`config.mk`:
```
export PLATFORM = sky130hd
export DESIGN_NAME = bpsc_back_flat
export DESIGN_NICKNAME = d
export VERILOG_FILES = /design/src/sv/bpsc_pkg.sv /design/src/sv/bpsc_if.sv /design/src/sv/bpsc_back.sv /design/src/flat_wrapper.sv
export SDC_FILE = /design/constraint.sdc
export NUM_CORES = 1
export LEC_CHECK = 0
export ABC_CLOCK_PERIOD_IN_PS = 16800
export BUFFER_PORTS_ARGS = -buffer_cell sky130_fd_sc_hd__buf_2
export CORE_ASPECT_RATIO = 2
export CORE_MARGIN = 2
export CORE_UTILIZATION = 45
export DETAILED_ROUTE_END_ITERATION = 10
export PLACE_DENSITY = 0.61
export SYNTH_ARGS = -nofsm -noshare
export SYNTH_HDL_FRONTEND = slang
export SYNTH_SLANG_ARGS = --single-unit
export TNS_END_PERCENT = 100
```
`constraint.sdc`:
```
create_clock -name clk -period 16.8 [get_ports clk]
set_input_delay 1.68 -clock clk [delete_from_list [all_inputs] [get_ports clk]]
set_output_delay 1.68 -clock clk [all_outputs]
set_load 0.01 [all_outputs]
```
`src/sv/bpsc_pkg.sv`:
```
// ----------------------------------------------------------------------------
// bpsc_pkg: shared types and constants
// Codes, table sizes and the command and result records that pass between
// the front, the back and the top level of the button press sequence checker.
// ----------------------------------------------------------------------------
`default_nettype none

package bpsc_pkg;

	localparam int TABLE_ENTRIES = 8;
	localparam int MAX_RESULTS   = 8;
	localparam int IDX_W         = (TABLE_ENTRIES > 1) ? $clog2(TABLE_ENTRIES) : 1;
	localparam int CNT_W         = $clog2(MAX_RESULTS + 1);
	localparam int QUEUE_DEPTH   = 2;
	localparam int QP_W          = 1;
	localparam int QC_W          = 2;

	// input op codes
	localparam logic [2:0] OP_DOWN   = 3'd0;
	localparam logic [2:0] OP_UP     = 3'd1;
	localparam logic [2:0] OP_CANCEL = 3'd2;
	localparam logic [2:0] OP_MOVE   = 3'd3;
	localparam logic [2:0] OP_TICK   = 3'd4;

	// result kinds
	localparam logic [1:0] K_DOWN   = 2'd0;
	localparam logic [1:0] K_UP     = 2'd1;
	localparam logic [1:0] K_CANCEL = 2'd2;
	localparam logic [1:0] K_MOVE   = 2'd3;

	// configuration register indexes
	localparam logic CFG_FIX_ENABLE = 1'b0;
	localparam logic CFG_TIMEOUT    = 1'b1;

	localparam logic [15:0] TIMEOUT_RESET = 16'd30;

	typedef enum logic [2:0] {
		ST_NONE   = 3'd0,
		ST_DOWN   = 3'd1,
		ST_MOVE   = 3'd2,
		ST_UP     = 3'd3,
		ST_CANCEL = 3'd4
	} pst_t;

	typedef enum logic [2:0] {
		C_NOP    = 3'd0,
		C_DOWN   = 3'd1,
		C_UP     = 3'd2,
		C_CANCEL = 3'd3,
		C_MOVE   = 3'd4,
		C_TICK   = 3'd5
	} cmd_code_t;

	typedef struct packed {
		cmd_code_t          code;
		logic               track;
		logic [7:0]         source;
		logic [3:0]         touch;
		logic [7:0]         button;
		logic [15:0]        window;
		logic signed [15:0] x;
		logic signed [15:0] y;
	} cmd_t;

	typedef struct packed {
		logic [1:0]         kind;
		logic               faked;
		logic [7:0]         source;
		logic [3:0]         touch;
		logic [7:0]         button;
		logic signed [15:0] x;
		logic signed [15:0] y;
	} result_t;

	typedef struct packed {
		logic        fix_enable;
		logic [15:0] timeout_ticks;
	} cfg_t;

	typedef struct packed {
		logic idle;
		logic pend_v;
	} stat_t;

endpackage

`default_nettype wire

```
`src/sv/bpsc_if.sv`:
```
// ----------------------------------------------------------------------------
// bpsc_in_if / bpsc_out_if: event channels
// Valid/ready channels for input events and cleaned result events.
// ----------------------------------------------------------------------------
`default_nettype none


interface bpsc_out_if;
	logic               valid;
	logic               ready;
	logic [1:0]         kind;
	logic               faked;
	logic [7:0]         out_source;
	logic [3:0]         out_touch;
	logic [7:0]         out_button;
	logic signed [15:0] out_x;
	logic signed [15:0] out_y;
	logic               last;

	modport source (output valid, kind, faked, out_source, out_touch, out_button, out_x,
		out_y, last, input ready);
	modport sink (input valid, kind, faked, out_source, out_touch, out_button, out_x,
		out_y, last, output ready);
endinterface

`default_nettype wire

```
`src/sv/bpsc_back.sv`:
```
// ----------------------------------------------------------------------------
// bpsc_back: press table and command sequencer
// Walks the press table one entry per cycle unless a tick's result is held,
// updates it and emits results via a pending stage into the output register.
// ----------------------------------------------------------------------------
`default_nettype none

module bpsc_back (
	input  wire logic          clk,
	input  wire logic          arst_n,
	input  bpsc_pkg::cfg_t     cfg,
	input  bpsc_pkg::cmd_t     cmd,
	input  wire logic          cmd_valid,
	output logic               cmd_ready,
	bpsc_out_if.source         out_ch,
	output bpsc_pkg::stat_t    stat
);
	import bpsc_pkg::*;

	typedef enum logic [8:0] {
		S_IDLE   = 9'b000000001,
		S_SCAN   = 9'b000000010,
		S_DOWN   = 9'b000000100,
		S_DOWN2  = 9'b000001000,
		S_UP     = 9'b000010000,
		S_CANCEL = 9'b000100000,
		S_MOVE   = 9'b001000000,
		S_TICK   = 9'b010000000,
		S_FLUSH  = 9'b100000000
	} fsm_t;

	fsm_t             state_q, state_d;
	cmd_t             cur_q;
	logic [IDX_W-1:0] idx_q, idx_d;
	logic             hit_q, free_q, newent_q;
	logic [IDX_W-1:0] hidx_q, fidx_q;
	logic [CNT_W-1:0] cnt_q;

	// press table
	logic        used_q [TABLE_ENTRIES];
	pst_t        pst_q  [TABLE_ENTRIES];
	logic        sv_q   [TABLE_ENTRIES];
	logic [15:0] cd_q   [TABLE_ENTRIES];
	logic [7:0]  src_q  [TABLE_ENTRIES];
	logic [3:0]  tch_q  [TABLE_ENTRIES];
	logic [7:0]  btn_q  [TABLE_ENTRIES];
	logic [15:0] win_q  [TABLE_ENTRIES];
	logic [15:0] sx_q   [TABLE_ENTRIES];
	logic [15:0] sy_q   [TABLE_ENTRIES];

	// entry at idx_q, and its next value
	logic        e_used, e_sv;
	pst_t        e_pst;
	logic [15:0] e_cd, e_win;
	logic        wr;
	logic        n_used, n_sv;
	pst_t        n_pst;
	logic [15:0] n_cd, n_win, n_sx, n_sy;
	logic [7:0]  n_src, n_btn;
	logic [3:0]  n_tch;

	// result path
	result_t     pend_q, out_q, em_data;
	logic        pend_v_q, out_v_q, out_last_q;
	logic        em, fl, em_ok, can_push, push_out;

	logic        armed, last_idx, match, hit_now, free_now, active;
	logic [IDX_W-1:0] hidx_now, fidx_now;
	logic        win_eq, need_fake, fire;
	logic        sel_new, sel_hit, sel_done, hit_set, free_set;

	assign armed    = cfg.fix_enable && (cfg.timeout_ticks != '0);
	assign e_used   = used_q[idx_q];
	assign e_pst    = pst_q[idx_q];
	assign e_sv     = sv_q[idx_q];
	assign e_cd     = cd_q[idx_q];
	assign e_win    = win_q[idx_q];
	assign last_idx = (idx_q == IDX_W'(TABLE_ENTRIES - 1));
	assign active   = (e_pst == ST_DOWN) || (e_pst == ST_MOVE);
	assign match    = e_used && (src_q[idx_q] == cur_q.source) &&
		(tch_q[idx_q] == cur_q.touch) && (btn_q[idx_q] == cur_q.button);
	assign hit_now  = hit_q || match;
	assign hidx_now = hit_q ? hidx_q : idx_q;
	assign free_now = free_q || !e_used;
	assign fidx_now = free_q ? fidx_q : idx_q;
	assign win_eq    = newent_q || (e_win == cur_q.window);
	assign need_fake = !newent_q && win_eq && active;
	assign fire      = e_used && active;

	assign can_push = !out_v_q || out_ch.ready;
	assign em_ok    = !pend_v_q || can_push;
	assign push_out = (em && pend_v_q) || fl;

	always_comb begin
		state_d   = state_q;
		idx_d     = idx_q;
		cmd_ready = 1'b0;
		em        = 1'b0;
		fl        = 1'b0;
		em_data   = '{kind: K_UP, faked: 1'b0, source: cur_q.source, touch: cur_q.touch,
			button: cur_q.button, x: cur_q.x, y: cur_q.y};
		wr        = 1'b0;
		n_used    = e_used;
		n_pst     = e_pst;
		n_sv      = e_sv;
		n_cd      = e_cd;
		n_win     = e_win;
		n_src     = src_q[idx_q];
		n_tch     = tch_q[idx_q];
		n_btn     = btn_q[idx_q];
		n_sx      = sx_q[idx_q];
		n_sy      = sy_q[idx_q];
		sel_new   = 1'b0;
		sel_hit   = 1'b0;
		sel_done  = 1'b0;
		hit_set   = 1'b0;
		free_set  = 1'b0;
		case (state_q)
			S_IDLE: begin
				if (cmd_valid) begin
					cmd_ready = 1'b1;
					idx_d     = '0;
					em_data   = '{kind: K_CANCEL, faked: 1'b0, source: cmd.source,
						touch: cmd.touch, button: cmd.button, x: cmd.x, y: cmd.y};
					case (cmd.code)
						C_DOWN, C_UP: state_d = S_SCAN;
						C_CANCEL: begin
							em      = 1'b1;
							state_d = S_CANCEL;
						end
						C_MOVE: begin
							em             = 1'b1;
							em_data.kind   = K_MOVE;
							em_data.button = 8'd0;
							state_d        = cmd.track ? S_MOVE : S_FLUSH;
						end
						C_TICK:  state_d = S_TICK;
						default: state_d = S_IDLE;
					endcase
				end
			end
			S_SCAN: begin
				hit_set  = match && !hit_q;
				free_set = !e_used && !free_q;
				if (last_idx) begin
					if (hit_now) begin
						idx_d   = hidx_now;
						sel_hit = 1'b1;
						state_d = (cur_q.code == C_DOWN) ? S_DOWN : S_UP;
					end else if (free_now && (cur_q.code == C_DOWN)) begin
						idx_d   = fidx_now;
						sel_new = 1'b1;
						state_d = S_DOWN;
					end else begin
						state_d = S_FLUSH;
					end
				end else begin
					idx_d = idx_q + 1'b1;
				end
			end
			S_DOWN: begin
				if (!need_fake || em_ok) begin
					em            = need_fake;
					em_data.faked = 1'b1;
					wr            = 1'b1;
					n_used        = 1'b1;
					if (newent_q) begin
						n_src = cur_q.source;
						n_tch = cur_q.touch;
						n_btn = cur_q.button;
						n_sv  = 1'b0;
						n_cd  = '0;
					end
					n_pst = ST_DOWN;
					n_win = cur_q.window;
					if (armed) begin
						n_sx = cur_q.x;
						n_sy = cur_q.y;
						n_sv = 1'b1;
						n_cd = cfg.timeout_ticks;
					end
					state_d = S_DOWN2;
				end
			end
			S_DOWN2: begin
				if (em_ok) begin
					em           = 1'b1;
					em_data.kind = K_DOWN;
					state_d      = S_FLUSH;
				end
			end
			S_UP: begin
				if ((e_win == cur_q.window) && ((e_pst == ST_UP) || (e_pst == ST_CANCEL))) begin
					state_d = S_FLUSH;
				end else if (em_ok) begin
					em    = 1'b1;
					wr    = 1'b1;
					n_pst = ST_UP;
					n_win = cur_q.window;
					if (armed) begin
						n_cd = '0;
						n_sv = 1'b0;
					end
					state_d = S_FLUSH;
				end
			end
			S_CANCEL: begin
				if (e_used && (e_pst != ST_UP)) begin
					wr    = 1'b1;
					n_pst = ST_CANCEL;
				end
				sel_done = 1'b1;
			end
			S_MOVE: begin
				if (e_used && e_sv && active) begin
					wr    = 1'b1;
					n_cd  = (cfg.timeout_ticks != '0) ? cfg.timeout_ticks : e_cd;
					n_sx  = cur_q.x;
					n_sy  = cur_q.y;
					n_pst = ST_MOVE;
				end
				sel_done = 1'b1;
			end
			S_TICK: begin
				if (e_cd == '0) begin
					sel_done = 1'b1;
				end else if (e_cd != 16'd1) begin
					wr       = 1'b1;
					n_cd     = e_cd - 16'd1;
					sel_done = 1'b1;
				end else if (fire && (cnt_q >= CNT_W'(MAX_RESULTS))) begin
					sel_done = 1'b1;
				end else if (!fire || em_ok) begin
					wr       = 1'b1;
					n_cd     = '0;
					n_sv     = 1'b0;
					em       = fire;
					em_data  = '{kind: K_UP, faked: 1'b1, source: src_q[idx_q],
						touch: tch_q[idx_q], button: btn_q[idx_q],
						x: e_sv ? sx_q[idx_q] : 16'd0, y: e_sv ? sy_q[idx_q] : 16'd0};
					sel_done = 1'b1;
				end
			end
			S_FLUSH: begin
				if (!pend_v_q) begin
					state_d = S_IDLE;
				end else if (can_push) begin
					fl      = 1'b1;
					state_d = S_IDLE;
				end
			end
			default: state_d = S_IDLE;
		endcase
		// advance a table walk, or leave it after the last entry
		if (sel_done) begin
			if (last_idx) begin
				state_d = S_FLUSH;
			end else begin
				idx_d = idx_q + 1'b1;
			end
		end
	end

	// control state
	always_ff @(posedge clk or negedge arst_n) begin
		if (!arst_n) begin
			state_q    <= S_IDLE;
			idx_q      <= '0;
			hit_q      <= 1'b0;
			free_q     <= 1'b0;
			newent_q   <= 1'b0;
			cnt_q      <= '0;
			pend_v_q   <= 1'b0;
			out_v_q    <= 1'b0;
			for (int i = 0; i < TABLE_ENTRIES; i++) begin
				used_q[i] <= 1'b0;
				pst_q[i]  <= ST_NONE;
				sv_q[i]   <= 1'b0;
				cd_q[i]   <= '0;
			end
		end else begin
			state_q <= state_d;
			idx_q   <= idx_d;
			if (cmd_ready && cmd_valid) begin
				hit_q    <= 1'b0;
				free_q   <= 1'b0;
				newent_q <= 1'b0;
				cnt_q    <= '0;
			end
			if (hit_set) begin
				hit_q <= 1'b1;
			end
			if (free_set) begin
				free_q <= 1'b1;
			end
			if (sel_new) begin
				newent_q <= 1'b1;
			end else if (sel_hit) begin
				newent_q <= 1'b0;
			end
			if (em && (state_q == S_TICK)) begin
				cnt_q <= cnt_q + 1'b1;
			end
			if (wr) begin
				used_q[idx_q] <= n_used;
				pst_q[idx_q]  <= n_pst;
				sv_q[idx_q]   <= n_sv;
				cd_q[idx_q]   <= n_cd;
			end
			if (em) begin
				pend_v_q <= 1'b1;
			end else if (fl) begin
				pend_v_q <= 1'b0;
			end
			if (push_out) begin
				out_v_q <= 1'b1;
			end else if (out_ch.ready) begin
				out_v_q <= 1'b0;
			end
		end
	end

	// payload
	always_ff @(posedge clk) begin
		if (hit_set) begin
			hidx_q <= idx_q;
		end
		if (free_set) begin
			fidx_q <= idx_q;
		end
		if (cmd_ready && cmd_valid) begin
			cur_q <= cmd;
		end
		if (wr) begin
			src_q[idx_q] <= n_src;
			tch_q[idx_q] <= n_tch;
			btn_q[idx_q] <= n_btn;
			win_q[idx_q] <= n_win;
			sx_q[idx_q]  <= n_sx;
			sy_q[idx_q]  <= n_sy;
		end
		if (em) begin
			pend_q <= em_data;
		end
		if (push_out) begin
			out_q      <= pend_q;
			out_last_q <= fl;
		end
	end

	assign out_ch.valid      = out_v_q;
	assign out_ch.kind       = out_q.kind;
	assign out_ch.faked      = out_q.faked;
	assign out_ch.out_source = out_q.source;
	assign out_ch.out_touch  = out_q.touch;
	assign out_ch.out_button = out_q.button;
	assign out_ch.out_x      = out_q.x;
	assign out_ch.out_y      = out_q.y;
	assign out_ch.last       = out_last_q;

	assign stat.idle   = (state_q == S_IDLE);
	assign stat.pend_v = pend_v_q;

endmodule

`default_nettype wire

```
`src/flat_wrapper.sv`:
```
// flat-port wrapper written by rule: the top's interface ports become plain ports
module bpsc_back_flat import bpsc_pkg::*;
  (clk, arst_n, cfg, cmd, cmd_valid, cmd_ready, stat, out_ch_valid, out_ch_kind, out_ch_faked, out_ch_out_source, out_ch_out_touch, out_ch_out_button, out_ch_out_x, out_ch_out_y, out_ch_last, out_ch_ready);
  bpsc_out_if out_ch_i ();
  input  wire logic clk;
  input  wire logic arst_n;
  input  bpsc_pkg::cfg_t cfg;
  input  bpsc_pkg::cmd_t cmd;
  input  wire logic cmd_valid;
  output logic cmd_ready;
  output bpsc_pkg::stat_t stat;
  output wire logic [$bits(out_ch_i.valid)-1:0] out_ch_valid;
  output wire logic [$bits(out_ch_i.kind)-1:0] out_ch_kind;
  output wire logic [$bits(out_ch_i.faked)-1:0] out_ch_faked;
  output wire logic [$bits(out_ch_i.out_source)-1:0] out_ch_out_source;
  output wire logic [$bits(out_ch_i.out_touch)-1:0] out_ch_out_touch;
  output wire logic [$bits(out_ch_i.out_button)-1:0] out_ch_out_button;
  output wire logic [$bits(out_ch_i.out_x)-1:0] out_ch_out_x;
  output wire logic [$bits(out_ch_i.out_y)-1:0] out_ch_out_y;
  output wire logic [$bits(out_ch_i.last)-1:0] out_ch_last;
  input wire logic [$bits(out_ch_i.ready)-1:0] out_ch_ready;
  assign out_ch_valid = out_ch_i.valid;
  assign out_ch_kind = out_ch_i.kind;
  assign out_ch_faked = out_ch_i.faked;
  assign out_ch_out_source = out_ch_i.out_source;
  assign out_ch_out_touch = out_ch_i.out_touch;
  assign out_ch_out_button = out_ch_i.out_button;
  assign out_ch_out_x = out_ch_i.out_x;
  assign out_ch_out_y = out_ch_i.out_y;
  assign out_ch_last = out_ch_i.last;
  assign out_ch_i.ready = out_ch_ready;
  bpsc_back u_core (.clk(clk), .arst_n(arst_n), .cfg(cfg), .cmd(cmd), .cmd_valid(cmd_valid), .cmd_ready(cmd_ready), .out_ch(out_ch_i), .stat(stat));
endmodule
```
==> summary.md <==
| Metric | Value |
|---|---|
| Number of DRC markers in iteration 0 | `roughly 1,700` |
| Std cell rows | `between 150 and 200` |
| DRC Markers | `0` |
| Post-CTS Setup Inserts | `0` |
| Core area | `0.0845 mm2` |
| DR WL met3 | `between 5000 and 6000 um` |
| Synth unique cells | `92` |
| Vias | `between 20,000 and 25,000` |
| Dominant synthesized flop cell | `edfxtp_1` |
| Mapped Nets | `2,746` |
| Design area | `roughly 0.043 mm2` |
| Post-synth top cells | `732 x edfxtp_1, 265 x nand2_1, 208 x nor2_1` |
| Die area | `0.0875 mm2` |
| Clk Tree Root Cell | `clkbuf_16` |
| Drt pass-1 iters | `7` |
| Async SR Flop Fraction | `approximately a fifth` |
| Number of flops mapped to enable cells by yosys | `around 730` |
| Synth Area in Adders | `less than 1%` |
| RSZ-0062 raised after global routing | `no` |
| Metal-1 WL | `between 30,000 and 40,000 um` |
| Ratio of cells with drive above 1 in the final layout | `a little under a fifth` |
| Clock-pin slew on the worst setup and hold paths | `70 ps` |
| Slew of the pin with the lowest slew margin | `around 1200 ps` |
| Setup violators final | `0` |
| Die height | `416 um` |
| Post-Syn Area | `around 0.038 mm2` |
| Yosys top cell by area | `edfxtp_1` |
| Mux cell area share after synthesis | `approximately 7.3%` |
| Initial Utilization | `between 40 and 50%` |
| Wirelength per Cell | `28.0 um` |
| Seq/Total Area, Yosys | `69.8%` |
| Hold depth | `0` |
| Max-cap viol count | `0` |
| Yosys top cell area share | `a little under three fifths` |
| Tcrit/Tclk final | `44.6%` |
| Worst R2R Path Depth | `13` |
| Gr usage total | `~25%` |
| Synth warnings | `0` |
| Synth top area cells | `edfxtp_1 57%, dfrtp_1 12%, mux4_2 2.9%` |
| XOR/XNOR share of the synthesized area | `less than 1%` |
| Mapped Cells | `between 2,000 and 3,000` |
| Sum Neg Setup Slack | `0 ps` |
| CTS sink count | `a little over 900` |
| Max VDD drop | `0.0869 mV` |
| Antenna Nets Post-Route | `0` |
| Most frequent cell after synthesis | `edfxtp_1` |
| Critical Path RT | `17,120 ps` |
| DP HPWL | `around 70,000 um` |
| Endpoints failing hold | `0` |
| Hold slack | `roughly 400 ps` |
| Power per Cell Area | `around 150 mW/mm2` |
| Min-delay worst type | `flip-flop to flip-flop` |
| Total congestion overflow | `0` |
| Fmax | `approximately 130 MHz` |
| First-pass GRT wire length | `around 160,000 um` |
| Startpoint types | `flip-flop` |
| # resized after CTS | `0` |
| Crit path DAT | `7810 ps` |
| Number of diodes | `0` |
| Worst-path fanout max | `52` |
| CTS Hold Buffers Added | `0` |
| Num CTS Buffers | `80` |
| Number of global-route vias before repair | `~25,000` |
| Max-slew violation count | `0` |
| Post-synthesis simple-gate area fraction | `slightly below 8%` |
| CTS tree | `built` |
| Largest family of logic cells by synthesized area | `compound AO/OA/AOI/OAI gates` |
| Syn-to-layout area delta | `11.9%` |
| GP Congestion | `around 0.96` |
| P_leak | `roughly 15 nW` |
| Met2 wire length | `58,500 um` |
| H-tree depth | `3` |
| Yosys reg bits | `between 900 and 1,000` |
| CTS max path bufs | `3` |
| CP endpoint kind | `flip-flop` |
| Min cycle time layout | `between 7000 and 8000 ps` |
| Drt via density | `6.08` |
| Crit Path Class | `flip-flop to flip-flop` |
| Compound-Gate Fraction of Synth Area | `11.7%` |
| Max layer used | `met4` |
| Worst relative slew slack | `18.3%` |
| Drt total wl | `approximately 110,000 um` |
| Antenna violations before repair | `0` |
| Final Net Count | `~2,900` |
| Die width | `210 um` |
| Syn_area_per_cell | `roughly 14 um2` |
| Area after DPL | `slightly above 0.04 mm2` |
| Status | `finished, final reports clean` |
| Fin Clk Skew | `between 30 and 40 ps` |
| Port Buffers | `between 150 and 200` |
| Number of top-level pins | `about 150` |
| Largest net degree at the start of global routing | `114` |
| Fin util | `between 50% and 60%` |
| Clk Latency, worst-skew pair | `660 ps` |
## cell type report
type / instances / area (um2)
multi-input combinational: 1550 / 10800
tap: 1071 / 1340
sequential: 921 / 26700
timing repair buffer: 215 / 1250
clock inverter: 47 / 469
fill: 7052 / 41600
clock buffer: 98 / 2100
inverter: 26 / 130
## per-layer routing
layer / vias up / global-route usage [%]
met5: - / 0
met4: 0 / 14.5
met3: 239 / 3.39
met2: 888 / 46.1
met1: 12221 / 28.2
li1: 10544 / -
## cell usage in the layout, fill, tap and decap left out, drive strengths merged, types with 75 or more instances in the layout
cell type | synthesis | final
clkbuf | 78 | 98
a22oi | 77 | 77
mux2i | 75 | 75
buf | 71 | 215
nand2 | 268 | 268
edfxtp | 732 | 732
o21ai | 165 | 165
nor2 | 209 | 209
dfrtp | 188 | 188
a21oi | 154 | 154
## state kept, by name (all words and copies together), names as in the netlist, 3 cells and up
| register | flops |
|---|---|
| u_core.sv_q | 8 |
| u_core.fidx_q | 3 |
| u_core.cnt_q | 4 |
| u_core.pst_q | 24 |
| u_core.sx_q | 128 |
| u_core.out_ch.out_touch | 4 |
| u_core.out_ch.out_source | 8 |
| u_core.out_ch.out_y | 16 |
| u_core.state_q | 9 |
| u_core.tch_q | 32 |
| u_core.win_q | 128 |
| u_core.cd_q | 128 |
| u_core.used_q | 8 |
| u_core.src_q | 64 |
| u_core.out_ch.out_button | 8 |
| u_core.hidx_q | 3 |
| u_core.pend_q | 55 |
| u_core.cur_q | 71 |
| u_core.sy_q | 128 |
| u_core.idx_q | 3 |
| u_core.out_ch.out_x | 16 |
| u_core.btn_q | 64 |
## path summary, 6_finish.rpt
check / end / slack (ps) / from
max reg2reg: u_core.sx_q[1][10] / 9300 / u_core.idx_q[1]
max: u_core.sx_q[1][10] / 9300 / u_core.idx_q[1]
min in group asynchronous: u_core.cd_q[59] / 1150 / arst_n
max in group asynchronous: u_core.idx_q[0] / 13770 / arst_n
min: u_core.out_ch.out_touch[3] / 400 / u_core.pend_q[43]
min reg2reg: u_core.out_ch.out_touch[3] / 400 / u_core.pend_q[43]
## kinds of logic (layout without fill, tap and decap cells)
kind of cell | count (synthesis) | in the layout
compound gates | 642 | 642
xor+xnor | 41 | 41
fa+ha+maj | 7 | 7
buf+inv | 175 | 386
flops | 921 | 921
mux | 202 | 202
simple gates | 658 | 658
## through the flow
step | instances | power, mW | worst slack, ps
finish | 3928 | 6.28 | 9300
global route | 3928 | 6.52 | 8960
CTS | 3928 | 6.31 | 9350
detailed placement | 3783 | 4.47 | 9370
global placement | 3783 | 4.43 | 9490
floorplan | 2646 | 3.93 | 9460
## report_power, final
group,switching [mW],internal [mW]
logic,1.03,0.515
clock network,0.829,1.02
registers,0.0878,2.79
## worst max-delay path, cell delays in order (launching register included)
cell       delay [ps]
dfrtp_4           610
buf_4             510
buf_4             520
inv_1             140
buf_4             240
a221o_1           330
a222oi_1          820
mux2i_1           170
or4_4             470
nor3_4            310
o2bb2ai_4         390
o21ai_4           660
clkinv_2         1130
buf_4             700
Power figures use the tool's default switching activity.
